File: src/design/nwcs_pkg.sv
// ----------------------------------------------------------------------------
// nwcs_pkg
// Shared types and constants of the nearest wheel color select unit.
// ----------------------------------------------------------------------------
package nwcs_pkg;

    // Slot kinds as stored in the table. Any other code is never selected.
    localparam logic [1:0] KIND_OPEN  = 2'd0;
    localparam logic [1:0] KIND_COLOR = 2'd1;

    // Wanted color codes carried by a query.
    localparam logic [2:0] COLOR_OPEN    = 3'd0;
    localparam logic [2:0] COLOR_RED     = 3'd1;
    localparam logic [2:0] COLOR_CYAN    = 3'd2;
    localparam logic [2:0] COLOR_GREEN   = 3'd3;
    localparam logic [2:0] COLOR_BLUE    = 3'd4;
    localparam logic [2:0] COLOR_YELLOW  = 3'd5;
    localparam logic [2:0] COLOR_MAGENTA = 3'd6;
    localparam logic [2:0] COLOR_NONE    = 3'd7;

    // Input op selector on tuser.
    localparam logic OP_WRITE = 1'b0;
    localparam logic OP_QUERY = 1'b1;

    // Widths of the item buses.
    localparam int IN_DATA_W  = 40;
    localparam int OUT_DATA_W = 8;
    localparam int DIST_W     = 18;

    // Control from the sequencer to the datapath.
    typedef struct packed {
        logic write;     // store the accepted write item
        logic start;     // latch code and limit, clear the search
        logic issue;     // read the entry at the scan counter
        logic load_out;  // move the search result into the output register
    } nwcs_cmd_t;

    // Status from the datapath to the sequencer.
    typedef struct packed {
        logic scan_end;  // every entry below the limit has been read
        logic pipe_busy; // reads are still on their way to the compare stage
        logic out_free;  // output register can take a result this cycle
    } nwcs_status_t;

    // Channel mask of the reference color: bit 2 red, bit 1 green, bit 0 blue.
    // A set bit means the channel is at full scale, a clear bit at zero.
    function automatic logic [2:0] ref_mask(input logic [2:0] code);
        logic [2:0] mask;
        begin
            case (code)
                COLOR_RED:     mask = 3'b100;
                COLOR_CYAN:    mask = 3'b011;
                COLOR_GREEN:   mask = 3'b010;
                COLOR_BLUE:    mask = 3'b001;
                COLOR_YELLOW:  mask = 3'b110;
                COLOR_MAGENTA: mask = 3'b101;
                default:       mask = 3'b000;
            endcase
            return mask;
        end
    endfunction

endpackage

File: src/design/nearest_wheel_color_select_unit.sv
// ----------------------------------------------------------------------------
// nearest_wheel_color_select_unit
// Color-wheel slot table with a first-open and nearest-color query.
// ----------------------------------------------------------------------------
// Items arrive on the s_ stream. With s_tuser low an item writes one table
// entry (kind and RGB color) and gives no result.
// With s_tuser high the item is a query for a wanted color code, and one
// result (found, chosen slot) leaves on the m_ stream.
// A query reads one table entry per cycle through the single read port of
// the slot table. Its result is offered once the scan has ended and the
// last read has passed the compare stage, and the next item is taken once
// the result sits in the output register.
// The slot_count register, written over APB at address 0, limits the
// entries searched.
// While the receiver stalls, writes are still taken and a further query is
// still accepted and scanned; its result then waits in the sequencer until
// the pending result has been transferred, and no item is taken meanwhile.
// Reset clears slot_count, the sequencer and the output valid flag; table
// contents are undefined until written.
// ----------------------------------------------------------------------------
module nearest_wheel_color_select_unit
#(
    parameter int MAX_SLOTS = 16
)
(
    input  logic        clk,
    input  logic        rst_n,
    // APB configuration port
    input  logic        psel,
    input  logic        penable,
    input  logic        pwrite,
    input  logic [2:0]  paddr,
    input  logic [31:0] pwdata,
    output logic [31:0] prdata,
    output logic        pready,
    // Input stream
    input  logic        s_tvalid,
    output logic        s_tready,
    // s_tdata: slot_index[3:0], slot_kind[5:4], slot_red[13:6],
    // slot_green[21:14], slot_blue[29:22], wanted_color[32:30], zeros above
    input  logic [39:0] s_tdata,
    // s_tuser: op (0 write, 1 query)
    input  logic        s_tuser,
    // Result stream
    output logic        m_tvalid,
    input  logic        m_tready,
    // m_tdata: found[0], chosen_slot[4:1], zeros above
    output logic [7:0]  m_tdata
);
    import nwcs_pkg::*;

    localparam logic REG_SLOT_COUNT = 1'b0;

    logic [4:0]   slot_count_reg;
    nwcs_cmd_t    cmd;
    nwcs_status_t status;

    assign pready = 1'b1;

    always_ff @(posedge clk or negedge rst_n)
    begin
        if (!rst_n)
        begin
            slot_count_reg <= 5'd0;
        end
        else if (psel && penable && pwrite && pready && (paddr[2] == REG_SLOT_COUNT))
        begin
            slot_count_reg <= pwdata[4:0];
        end
    end

    assign prdata = (paddr[2] == REG_SLOT_COUNT) ? {27'd0, slot_count_reg} : 32'd0;

    nwcs_ctrl u_ctrl
    (
        .clk      (clk),
        .rst_n    (rst_n),
        .s_tvalid (s_tvalid),
        .s_tuser  (s_tuser),
        .s_tready (s_tready),
        .status   (status),
        .cmd      (cmd)
    );

    nwcs_datapath #(
        .MAX_SLOTS (MAX_SLOTS)
    ) u_datapath
    (
        .clk        (clk),
        .rst_n      (rst_n),
        .cmd        (cmd),
        .status     (status),
        .s_tdata    (s_tdata),
        .slot_count (slot_count_reg),
        .m_tvalid   (m_tvalid),
        .m_tready   (m_tready),
        .m_tdata    (m_tdata)
    );

endmodule

File: src/design/nwcs_ctrl.sv
// ----------------------------------------------------------------------------
// nwcs_ctrl
// Sequencer: accepts items, steps a query scan and hands off the result.
// ----------------------------------------------------------------------------
module nwcs_ctrl
(
    input  logic                  clk,
    input  logic                  rst_n,
    input  logic                  s_tvalid,
    input  logic                  s_tuser,
    output logic                  s_tready,
    input  nwcs_pkg::nwcs_status_t status,
    output nwcs_pkg::nwcs_cmd_t   cmd
);
    import nwcs_pkg::*;

    typedef enum logic [3:0] {
        ST_IDLE  = 4'b0001,
        ST_SCAN  = 4'b0010,
        ST_DRAIN = 4'b0100,
        ST_DONE  = 4'b1000
    } state_t;

    state_t state_reg;
    state_t state_next;

    assign s_tready = (state_reg == ST_IDLE);

    always_comb
    begin
        state_next   = state_reg;
        cmd.write    = 1'b0;
        cmd.start    = 1'b0;
        cmd.issue    = 1'b0;
        cmd.load_out = 1'b0;
        case (state_reg)
            ST_IDLE:
            begin
                if (s_tvalid)
                begin
                    if (s_tuser == OP_QUERY)
                    begin
                        cmd.start  = 1'b1;
                        state_next = ST_SCAN;
                    end
                    else
                    begin
                        cmd.write = 1'b1;
                    end
                end
            end
            ST_SCAN:
            begin
                if (status.scan_end)
                begin
                    state_next = ST_DRAIN;
                end
                else
                begin
                    cmd.issue = 1'b1;
                end
            end
            ST_DRAIN:
            begin
                if (!status.pipe_busy)
                begin
                    state_next = ST_DONE;
                end
            end
            ST_DONE:
            begin
                // Hold the result until the output register has room.
                if (status.out_free)
                begin
                    cmd.load_out = 1'b1;
                    state_next   = ST_IDLE;
                end
            end
            default:
            begin
                state_next = ST_IDLE;
            end
        endcase
    end

    always_ff @(posedge clk or negedge rst_n)
    begin
        if (!rst_n)
        begin
            state_reg <= ST_IDLE;
        end
        else
        begin
            state_reg <= state_next;
        end
    end

endmodule

File: src/design/nwcs_datapath.sv
// ----------------------------------------------------------------------------
// nwcs_datapath
// Slot table, scan counter, distance pipeline, best-match tracking and the
// output register.
// ----------------------------------------------------------------------------
module nwcs_datapath
#(
    parameter int MAX_SLOTS = 16
)
(
    input  logic                         clk,
    input  logic                         rst_n,
    input  nwcs_pkg::nwcs_cmd_t          cmd,
    output nwcs_pkg::nwcs_status_t       status,
    input  logic [nwcs_pkg::IN_DATA_W-1:0] s_tdata,
    input  logic [4:0]                   slot_count,
    output logic                         m_tvalid,
    input  logic                         m_tready,
    output logic [nwcs_pkg::OUT_DATA_W-1:0] m_tdata
);
    import nwcs_pkg::*;

    localparam int AW = (MAX_SLOTS > 1) ? $clog2(MAX_SLOTS) : 1;
    localparam int CW = $clog2(MAX_SLOTS + 1);
    localparam logic [6:0] MAX7 = 7'(MAX_SLOTS);

    // Input field unpacking.
    logic [3:0] in_index;
    logic [1:0] in_kind;
    logic [7:0] in_red;
    logic [7:0] in_green;
    logic [7:0] in_blue;
    logic [2:0] in_code;

    assign in_index = s_tdata[3:0];
    assign in_kind  = s_tdata[5:4];
    assign in_red   = s_tdata[13:6];
    assign in_green = s_tdata[21:14];
    assign in_blue  = s_tdata[29:22];
    assign in_code  = s_tdata[32:30];

    // Table word: kind in the top bits, then red, green, blue.
    logic [25:0] mem [MAX_SLOTS];

    logic [6:0]    idx7;
    logic          wr_ok;
    logic [AW-1:0] wr_addr;

    assign idx7    = 7'(in_index);
    assign wr_ok   = (idx7 < MAX7);
    assign wr_addr = idx7[AW-1:0];

    logic [6:0]    sc7;
    logic [6:0]    lim7;
    logic [CW-1:0] lim_reg;
    logic [CW-1:0] cnt_reg;
    logic [2:0]    code_reg;

    assign sc7  = 7'(slot_count);
    assign lim7 = (sc7 < MAX7) ? sc7 : MAX7;

    // Read stage.
    logic [25:0]   rd_reg;
    logic [AW-1:0] idx1_reg;
    logic          v1_reg;

    // Distance stage.
    logic [DIST_W-1:0] dist2_reg;
    logic [1:0]        kind2_reg;
    logic [AW-1:0]     idx2_reg;
    logic              v2_reg;

    // Search result.
    logic              found_reg;
    logic [DIST_W-1:0] best_reg;
    logic [AW-1:0]     chosen_reg;
    logic [6:0]        chosen7;

    assign chosen7 = 7'(chosen_reg);

    // Output register.
    logic       out_valid_reg;
    logic       out_found_reg;
    logic [3:0] out_slot_reg;

    always_ff @(posedge clk)
    begin
        if (cmd.write && wr_ok)
        begin
            mem[wr_addr] <= {in_kind, in_red, in_green, in_blue};
        end
        if (cmd.issue)
        begin
            rd_reg <= mem[cnt_reg[AW-1:0]];
        end
    end

    // Distance to a reference channel of zero or full scale.
    logic [2:0]  mask;
    logic [7:0]  dr;
    logic [7:0]  dg;
    logic [7:0]  db;
    logic [15:0] sq_r;
    logic [15:0] sq_g;
    logic [15:0] sq_b;
    logic [DIST_W-1:0] dist_sum;

    assign mask = ref_mask(code_reg);
    assign dr   = mask[2] ? ~rd_reg[23:16] : rd_reg[23:16];
    assign dg   = mask[1] ? ~rd_reg[15:8]  : rd_reg[15:8];
    assign db   = mask[0] ? ~rd_reg[7:0]   : rd_reg[7:0];
    assign sq_r = 16'(dr) * 16'(dr);
    assign sq_g = 16'(dg) * 16'(dg);
    assign sq_b = 16'(db) * 16'(db);
    assign dist_sum = DIST_W'(sq_r) + DIST_W'(sq_g) + DIST_W'(sq_b);

    logic take;

    always_comb
    begin
        take = 1'b0;
        if (v2_reg)
        begin
            if (code_reg == COLOR_OPEN)
            begin
                take = (kind2_reg == KIND_OPEN) && !found_reg;
            end
            else if (code_reg inside {[COLOR_RED:COLOR_MAGENTA]})
            begin
                // Strict compare keeps the lower index on a tie.
                take = (kind2_reg == KIND_COLOR) && (!found_reg || (dist2_reg < best_reg));
            end
        end
    end

    always_ff @(posedge clk)
    begin
        if (cmd.start)
        begin
            lim_reg  <= CW'(lim7);
            code_reg <= in_code;
        end
        if (cmd.issue)
        begin
            idx1_reg <= cnt_reg[AW-1:0];
        end
        dist2_reg <= dist_sum;
        kind2_reg <= rd_reg[25:24];
        idx2_reg  <= idx1_reg;
        if (take)
        begin
            best_reg   <= dist2_reg;
            chosen_reg <= idx2_reg;
        end
        if (cmd.load_out)
        begin
            out_found_reg <= found_reg;
            out_slot_reg  <= found_reg ? chosen7[3:0] : 4'd0;
        end
    end

    always_ff @(posedge clk or negedge rst_n)
    begin
        if (!rst_n)
        begin
            cnt_reg       <= '0;
            v1_reg        <= 1'b0;
            v2_reg        <= 1'b0;
            found_reg     <= 1'b0;
            out_valid_reg <= 1'b0;
        end
        else
        begin
            if (cmd.start)
            begin
                cnt_reg <= '0;
            end
            else if (cmd.issue)
            begin
                cnt_reg <= cnt_reg + CW'(1);
            end
            v1_reg <= cmd.issue;
            v2_reg <= v1_reg;
            if (cmd.start)
            begin
                found_reg <= 1'b0;
            end
            else if (take)
            begin
                found_reg <= 1'b1;
            end
            if (cmd.load_out)
            begin
                out_valid_reg <= 1'b1;
            end
            else if (m_tready)
            begin
                out_valid_reg <= 1'b0;
            end
        end
    end

    assign status.scan_end  = (cnt_reg >= lim_reg);
    assign status.pipe_busy = v1_reg || v2_reg;
    assign status.out_free  = !out_valid_reg || m_tready;

    assign m_tvalid = out_valid_reg;
    assign m_tdata  = {3'b000, out_slot_reg, out_found_reg};

endmodule
File: config.mk
export PLATFORM = sky130hd
export DESIGN_NAME = nearest_wheel_color_select_unit
export DESIGN_NICKNAME = d
export VERILOG_FILES = /design/src/design/nwcs_pkg.sv /design/src/design/nearest_wheel_color_select_unit.sv /design/src/design/nwcs_ctrl.sv /design/src/design/nwcs_datapath.sv
export SDC_FILE = /design/constraint.sdc
export NUM_CORES = 1
export LEC_CHECK = 0
export ABC_AREA = 1
export BUFFER_PORTS_ARGS = -buffer_cell sky130_fd_sc_hd__buf_2
export CELL_PAD_IN_SITES_DETAIL_PLACEMENT = 1
export CELL_PAD_IN_SITES_GLOBAL_PLACEMENT = 1
export CORE_MARGIN = 2
export CORE_UTILIZATION = 54
export DETAILED_ROUTE_END_ITERATION = 16
export PLACE_DENSITY = 0.87
export RECOVER_POWER = 50
export SLEW_MARGIN = 20
export SYNTH_ARGS = -nofsm -noshare
export SYNTH_HDL_FRONTEND = slang
export SYNTH_HIERARCHICAL = 1
export SYNTH_SLANG_ARGS = --single-unit
File: constraint.sdc
create_clock -name clk -period 15 [get_ports clk]
set_input_delay 3 -clock clk [delete_from_list [all_inputs] [get_ports clk]]
set_output_delay 3 -clock clk [all_outputs]
set_load 0.01 [all_outputs]
==> results of run 1 <==
[critical path, delay by kind of cell, from the launching register on]
kind	cells	cell delay (ns)
compound gates	2	2.34
buf+inv	6	0.34
flops	1	0.43
xor+xnor	1	0.52
fa+ha+maj	8	3.96
simple gates	8	1.23
[layout make-up]
type,instances,area (µm²)
Inverter,322,1214
Multi-Input combinational cell,1340,9458
Clock inverter,23,200.2
Sequential cell,523,15380
Clock buffer,74,1404
Fill cell,4967,19710
Tap cell,622,778.2
Timing Repair Buffer,79,495.5
Antenna cell,5,12.51
[routing by layer]
metal / track usage / vias to the layer above / part of all wire
met1: 0.3204 / 8840 / 0.36
met3: 0.04746 / 191 / 0.057
met4: 0.1297 / 6 / 0.039
li1: - / 7654 / -
met5: 0 / - / 0.00054
met2: 0.5331 / 670 / 0.54
[layout by cell type (no fill, tap or decap), types with 31 or more instances in the layout]
| cell type | synthesis | routed |
|---|---|---|
| conb_1 | 3 | 31 |
| inv_1 | 290 | 290 |
| nor2_1 | 388 | 372 |
| nand3_1 | 58 | 58 |
| clkbuf_16 | 0 | 52 |
| fa_1 | 132 | 132 |
| ha_1 | 98 | 98 |
| o21ai_1 | 38 | 37 |
| o22ai_1 | 52 | 52 |
| buf_2 | 26 | 31 |
| edfxtp_1 | 481 | 481 |
| nand2_1 | 188 | 188 |
| clkbuf_1 | 45 | 48 |
| o211ai_1 | 52 | 52 |
| o21ai_0 | 196 | 197 |
[how the worst max path moves through the flow]
stage                                      start                        to  slack, ns  cells after the start
after CTS                 u_datapath/code_reg[1]  u_datapath/dist2_reg[13]       7.40                     25
after global routing      u_datapath/code_reg[1]  u_datapath/dist2_reg[13]       5.53                     25
after global placement    u_datapath/code_reg[0]  u_datapath/dist2_reg[17]       7.84                     25
final                     u_datapath/code_reg[1]  u_datapath/dist2_reg[13]       6.04                     25
after floorplan           u_datapath/code_reg[1]  u_datapath/dist2_reg[13]       8.76                     28
after detailed placement  u_datapath/code_reg[1]  u_datapath/dist2_reg[13]       7.50                     25
[cells by family (layout without fill, tap and decap cells)]
logic type                 count (synthesis)  after routing  synth area share
and+or+nand+nor                          666            666            0.1026
DFF                                      523            523            0.5818
buffers and inverters                    436            498           0.06855
AOI/OAI and AO/OA                        374            374           0.07902
adders and majority gates                230            230            0.1464
xor gates and xnor gates                  39             39           0.02116
other                                      3             36         0.0004261
[Yosys cell counts (all sizes together) (22+ instances only)]
library cell  instances
a21oi                27
buf                  69
clkbuf               45
dfxtp                24
edfxtp              481
fa                  132
ha                   98
inv                 319
nand2               192
nand3                61
nor2                396
o211ai               52
o21ai               234
o22ai                52
xnor2                22
[metrics by stage]
| step | setup slack (ns) | hold WS (ns) | utilization | cell area [µm²] | instances |
|---|---|---|---|---|---|
| finish | 6.042 | 0.3502 | 0.5949 | 28940 | 2988 |
| global route | 5.532 | 0.3666 | 0.5948 | 28940 | 2987 |
| CTS | 7.400 | 0.3514 | 0.5936 | 28880 | 2978 |
| detailed placement | 7.502 | 0.3336 | 0.5607 | 27270 | 2881 |
| global placement | 7.843 | 0.3271 | 0.5605 | 27270 | 2881 |
| floorplan | 8.759 | 0.3233 | - | 26530 | 2299 |
==> metrics.md, run 1 <==
| Metric | Value |
|---|---|
| Status | `finished, violations left` |
| Failing checks | `capacitance limit, slew limit` |
| Crit. End Element | `flip-flop` |
| Initial Utilization | `0.5433` |
| EDFF count, synth | `481` |
| Worst R2R End | `u_datapath/dist2_reg[13]` |
| Main flop type after synthesis | `edfxtp_1` |
| Worst Setup Path Type | `reg -> reg` |
| Vias in the first global route | `19240` |
| Post-synth top area share | `0.5465` |
| Initial antenna violation count | `6` |
| DRT antenna net count | `0` |
| Syn_area_per_cell | `11.64 µm²` |
| WHS Endpoint | `u_datapath/kind2_reg[1]` |
| Yosys cell types | `49` |
| Hold Startpoint | `u_datapath/rd_reg[25]` |
| Final net count | `2631` |
| Relative slew slack | `-1.075` |
| First-pass DRT Iterations | `6` |
| Cells after Synth | `2271` |
| Die W | `225.2 µm` |
| Sequential fraction of the synthesis area | `0.5818` |
| Core footprint | `48650 µm²` |
| Top cell by count, worst path | `fa_1` |
| Clock tree sinks | `523` |
| Share of post-route cells with drive strength above 1 | `0.08598` |
| Cell taking the most area after synthesis | `edfxtp_1` |
| Sum Neg Setup Slack | `0 ns` |
| Cell count of the worst reg-to-reg path | `25` |
| P&R area growth vs syn | `9.502%` |
| Tcrit/Tclk final | `0.5972` |
| Gr ovfl total | `0` |
| Total track usage | `0.2863` |
| R2R Setup Slk | `6.04 ns` |
| Max-Cap Viols | `4` |
| Final setup fails | `0` |
| Max clock buf depth | `3` |
| Async SR Flop Fraction | `0.03442` |
| Netlist Area Pre-Place | `26430 µm²` |
| Hold Buf Count CTS | `0` |
| Reg2reg start | `u_datapath/code_reg[1]` |
| WL per Instance | `24.04 µm` |
| CTS root buffer | `clkbuf_16` |
| Worst-path clk slew | `0.06 ns` |
| Slew @ Worst Pin | `3.112 ns` |
| Num rows | `81` |
| Fmax | `111.6 MHz` |
| Num CTS Buffers | `52` |
| Die H | `225.2 µm` |
| CP startpoint kind | `flip-flop` |
| Post-DR vias/cell | `5.810` |
| RSZ-0062 raised after global routing | `no` |
| Drt drc | `0` |
| H-tree depth | `2` |
| Final Hold Vio Count | `0` |
| TritonCTS clock tree | `done` |
| Synthesized flop and latch total | `523` |
| Worst path arrival time | `9.44 ns` |
| Top cells by area, synth | `edfxtp_1, fa_1, nor2_1, ha_1, inv_1` |
| I/O Buffers | `58` |
| Routability cong. | `0.8613` |
| First-pass GRT wire length | `108900 µm` |
| Hold crit path type | `reg -> reg` |
| Min-Delay Path Depth | `0` |
| Final setup skew | `0.02938 ns` |
| Via Count | `17360` |
| Largest register FFs | `416` |
| Worst Path Max Fanout | `9` |
| Fin crit period | `8.958 ns` |
| Post-CTS setup buffer count | `0` |
| Largest net degree at the start of global routing | `110` |
| Crit path max-delay cell type | `o21ai_0` |
| Largest stage delay, worst path | `1.85 ns` |
| Die area | `50730 µm²` |
| Resized cells post-CTS | `0` |
| Crit path required time | `15.48 ns` |
| Synth Warn # | `6` |
| Clock latency on the worst-skew pair | `0.62 ns` |
| IO Count | `126` |
| Max Slew Vio Count | `147` |
| Post-Route WL | `71840 µm` |
| Post-DP HPWL | `43810 µm` |
| Initial DRC Count | `1388` |
Power of run 1 is left out: the tool's default activity adds up to more than one toggle a clock period on the data nets, which glitch-free logic cannot reach.
==> inputs of run 2 (changes only) <==
Settings changed: CORE_UTILIZATION 54 to 46, PLACE_DENSITY 0.87 to 0.79.
Clock period 15 ns to 7.3 ns, I/O delays scaled along.
==> run 2 against run 1 <==
The run still ends with capacitance limit, slew limit left. Via count down 2.0%. Clock-buffer cell count down 11. Die area rose by 17%. Critical path depth rose by 1. Wire length fell by 6.6%. Fmax increased by 32%. Sequential share of layout area fell by 0.76 points. Clock skew shrank 0.017 ns. Critical endpoint is now u_datapath/dist2_reg[17].
==> metrics.md, run 2 (synthesis results as in run 1) <==
| Metric | Value |
|---|---|
| Status | `finished, violations left` |
| Failing checks | `capacitance limit, slew limit` |
| Die area | `59380 µm² (+17%)` |
| Final setup skew | `0.01249 ns (-0.01689 ns)` |
| Max Slew Vio Count | `174 (+18%)` |
| DRT antenna net count | `0 (unchanged)` |
| Crit path from | `u_datapath/code_reg[0]` |
| TritonCTS clock tree | `done` |
| Fill cell count | `5922 (+19%)` |
| Crit. End Element | `flip-flop` |
| Largest net degree at the start of global routing | `122 (+11%)` |
| Hold crit path type | `reg -> reg` |
| Initial Utilization | `0.4669 (-0.07637)` |
| Gr ovfl total | `0 (unchanged)` |
| First-pass GRT wire length | `104400 µm (-4.1%)` |
| Fin crit period | `6.781 ns (-2.178 ns)` |
| Final setup fails | `0 (unchanged)` |
| Drt drc | `0 (unchanged)` |
| Vias in the first global route | `18650 (-3.1%)` |
| Clock latency on the worst-skew pair | `0.60 ns (-0.02 ns)` |
| Post-DR vias/cell | `5.442 (-6.3%)` |
| Die H | `243.7 µm (+8.2%)` |
| Min-Delay Path Depth | `0 (unchanged)` |
| Sum Neg Setup Slack | `0 ns (unchanged)` |
| Max-Cap Viols | `3 (-1)` |
| Total track usage | `0.2285 (-0.05781)` |
| Worst Setup EP | `u_datapath/dist2_reg[17]` |
| Share of post-route cells with drive strength above 1 | `0.09371 (+0.007730)` |
| Final net count | `2639 (+0.30%)` |
| CP startpoint kind | `flip-flop` |
| RSZ-0062 raised after global routing | `no` |
| Crit path required time | `7.79 ns (-7.69 ns)` |
| P&R area growth vs syn | `11.08%` |
| Max clock buf depth | `3 (unchanged)` |
| Setup ws final | `0.5190 ns (-5.522 ns)` |
| IO Count | `126 (unchanged)` |
| Die W | `243.7 µm (+8.2%)` |
| Worst R2R End | `u_datapath/dist2_reg[17]` |
| Worst path arrival time | `7.27 ns (-2.17 ns)` |
| I/O Buffers | `58 (unchanged)` |
| Hold Buf Count CTS | `0 (unchanged)` |
| Worst Setup Path Type | `reg -> reg` |
| Initial antenna violation count | `2 (-4)` |
| Relative slew slack | `-1.015 (+0.05988)` |
| Clock tree sinks | `523 (unchanged)` |
| Post-Route WL | `67100 µm (-6.6%)` |
| Initial DRC Count | `1302 (-6.2%)` |
| Final Hold Vio Count | `0 (unchanged)` |
| Pre-CTS setup slack | `0.1308 ns (-7.371 ns)` |
| Largest register FFs | `416 (unchanged)` |
| Core footprint | `56600 µm² (+16%)` |
| Fmax | `147.5 MHz (+32%)` |
| Crit path max-delay cell type | `fa_1` |
| H-tree depth | `2 (unchanged)` |
| CTS root buffer | `clkbuf_16` |
| Num CTS Buffers | `54 (+3.8%)` |
| Routability cong. | `0.8590 (-0.27%)` |
| Top cell by count, worst path | `fa_1` |
| Via Count | `17020 (-2.0%)` |
| Cell count of the worst reg-to-reg path | `26 (+4.0%)` |
| Reg2reg start | `u_datapath/code_reg[0]` |
| Worst-path clk slew | `0.06 ns (about the same)` |
| Most frequent cells in the layout | `edfxtp_1, nor2_1, inv_1, o21ai_0, nand2_1` |
| Worst Path Max Fanout | `8 (-1)` |
| WL per Instance | `21.46 µm (-11%)` |
| Num rows | `87 (+7.4%)` |
| R2R Setup Slk | `0.52 ns (-5.52 ns)` |
| Tcrit/Tclk final | `0.9289 (+0.3317)` |
| Post-DP HPWL | `42810 µm (-2.3%)` |
| First-pass DRT Iterations | `5 (-1)` |
| Commonest non-fill, non-tap cell in the layout | `edfxtp_1` |
| Slew @ Worst Pin | `3.022 ns (-0.08982 ns)` |
| Largest stage delay, worst path | `0.53 ns (-1.32 ns)` |
-- run 2: per-stage QoR --
step                      instances  cell area, µm²  utilization  hold slack (ns)
after detailed placement       3022           27560       0.4868           0.3336
after CTS                      3121           29360       0.5187           0.3463
after global placement         3018           27450       0.4850           0.3280
after global routing           3126           29350       0.5186           0.3572
after floorplan                2299           26530            -           0.3233
final                          3127           29360       0.5186           0.3470
-- run 2: what timing repair did --
item / CTS / global route
setup buffers: 0 / 4
setup endpoints to repair: 0 / 10
hold endpoints to repair: 0 / 0
resized for setup: 0 / 2
-- run 2: layout make-up --
cell class	count	area, µm²	share of cell area
clock buffers	63	1459	0.04970
diodes	2	5.005	0.0001705
inverters	322	1214	0.04134
flip-flops and latches	523	15380	0.5238
repair buffers	85	534.3	0.01820
multi-input cells	1340	9475	0.3228
clock inverters	36	346.6	0.01181
well taps	756	945.9	0.03222
-- run 2: worst min-delay path by stage --
stage / startpoint / end / slack (ns)
finish: u_datapath/rd_reg[24] / u_datapath/kind2_reg[0] / 0.35
detailed placement: u_datapath/idx1_reg[1] / u_datapath/idx2_reg[1] / 0.33
floorplan: u_datapath/idx1_reg[0] / u_datapath/idx2_reg[0] / 0.32
global route: u_datapath/idx1_reg[3] / u_datapath/idx2_reg[3] / 0.36
global placement: u_datapath/idx1_reg[2] / u_datapath/idx2_reg[2] / 0.33
CTS: u_datapath/idx1_reg[1] / u_datapath/idx2_reg[1] / 0.35
-- run 2: routing by layer --
metal  routed length (µm)  global-route usage  vias up  part of all wire
li1                     -                   -     7676                 -
met2                35840              0.4189      410              0.53
met4                 2362             0.08375        2             0.035
met1                25960              0.2724     8757              0.39
met5                   15                   0        -           0.00022
met3                 2926             0.03206      173             0.044
-- run 2: critical path: cells and delay by family, from the launching register on --
kind | cells | cell delay [ns]
xor gates and xnor gates | 1 | 0.37
adders and majority gates | 8 | 3.78
AOI/OAI and AO/OA | 2 | 0.29
buffers and inverters | 7 | 0.86
and+or+nand+nor | 8 | 0.88
DFF | 1 | 0.49
Power of run 2 is left out for the same reason.
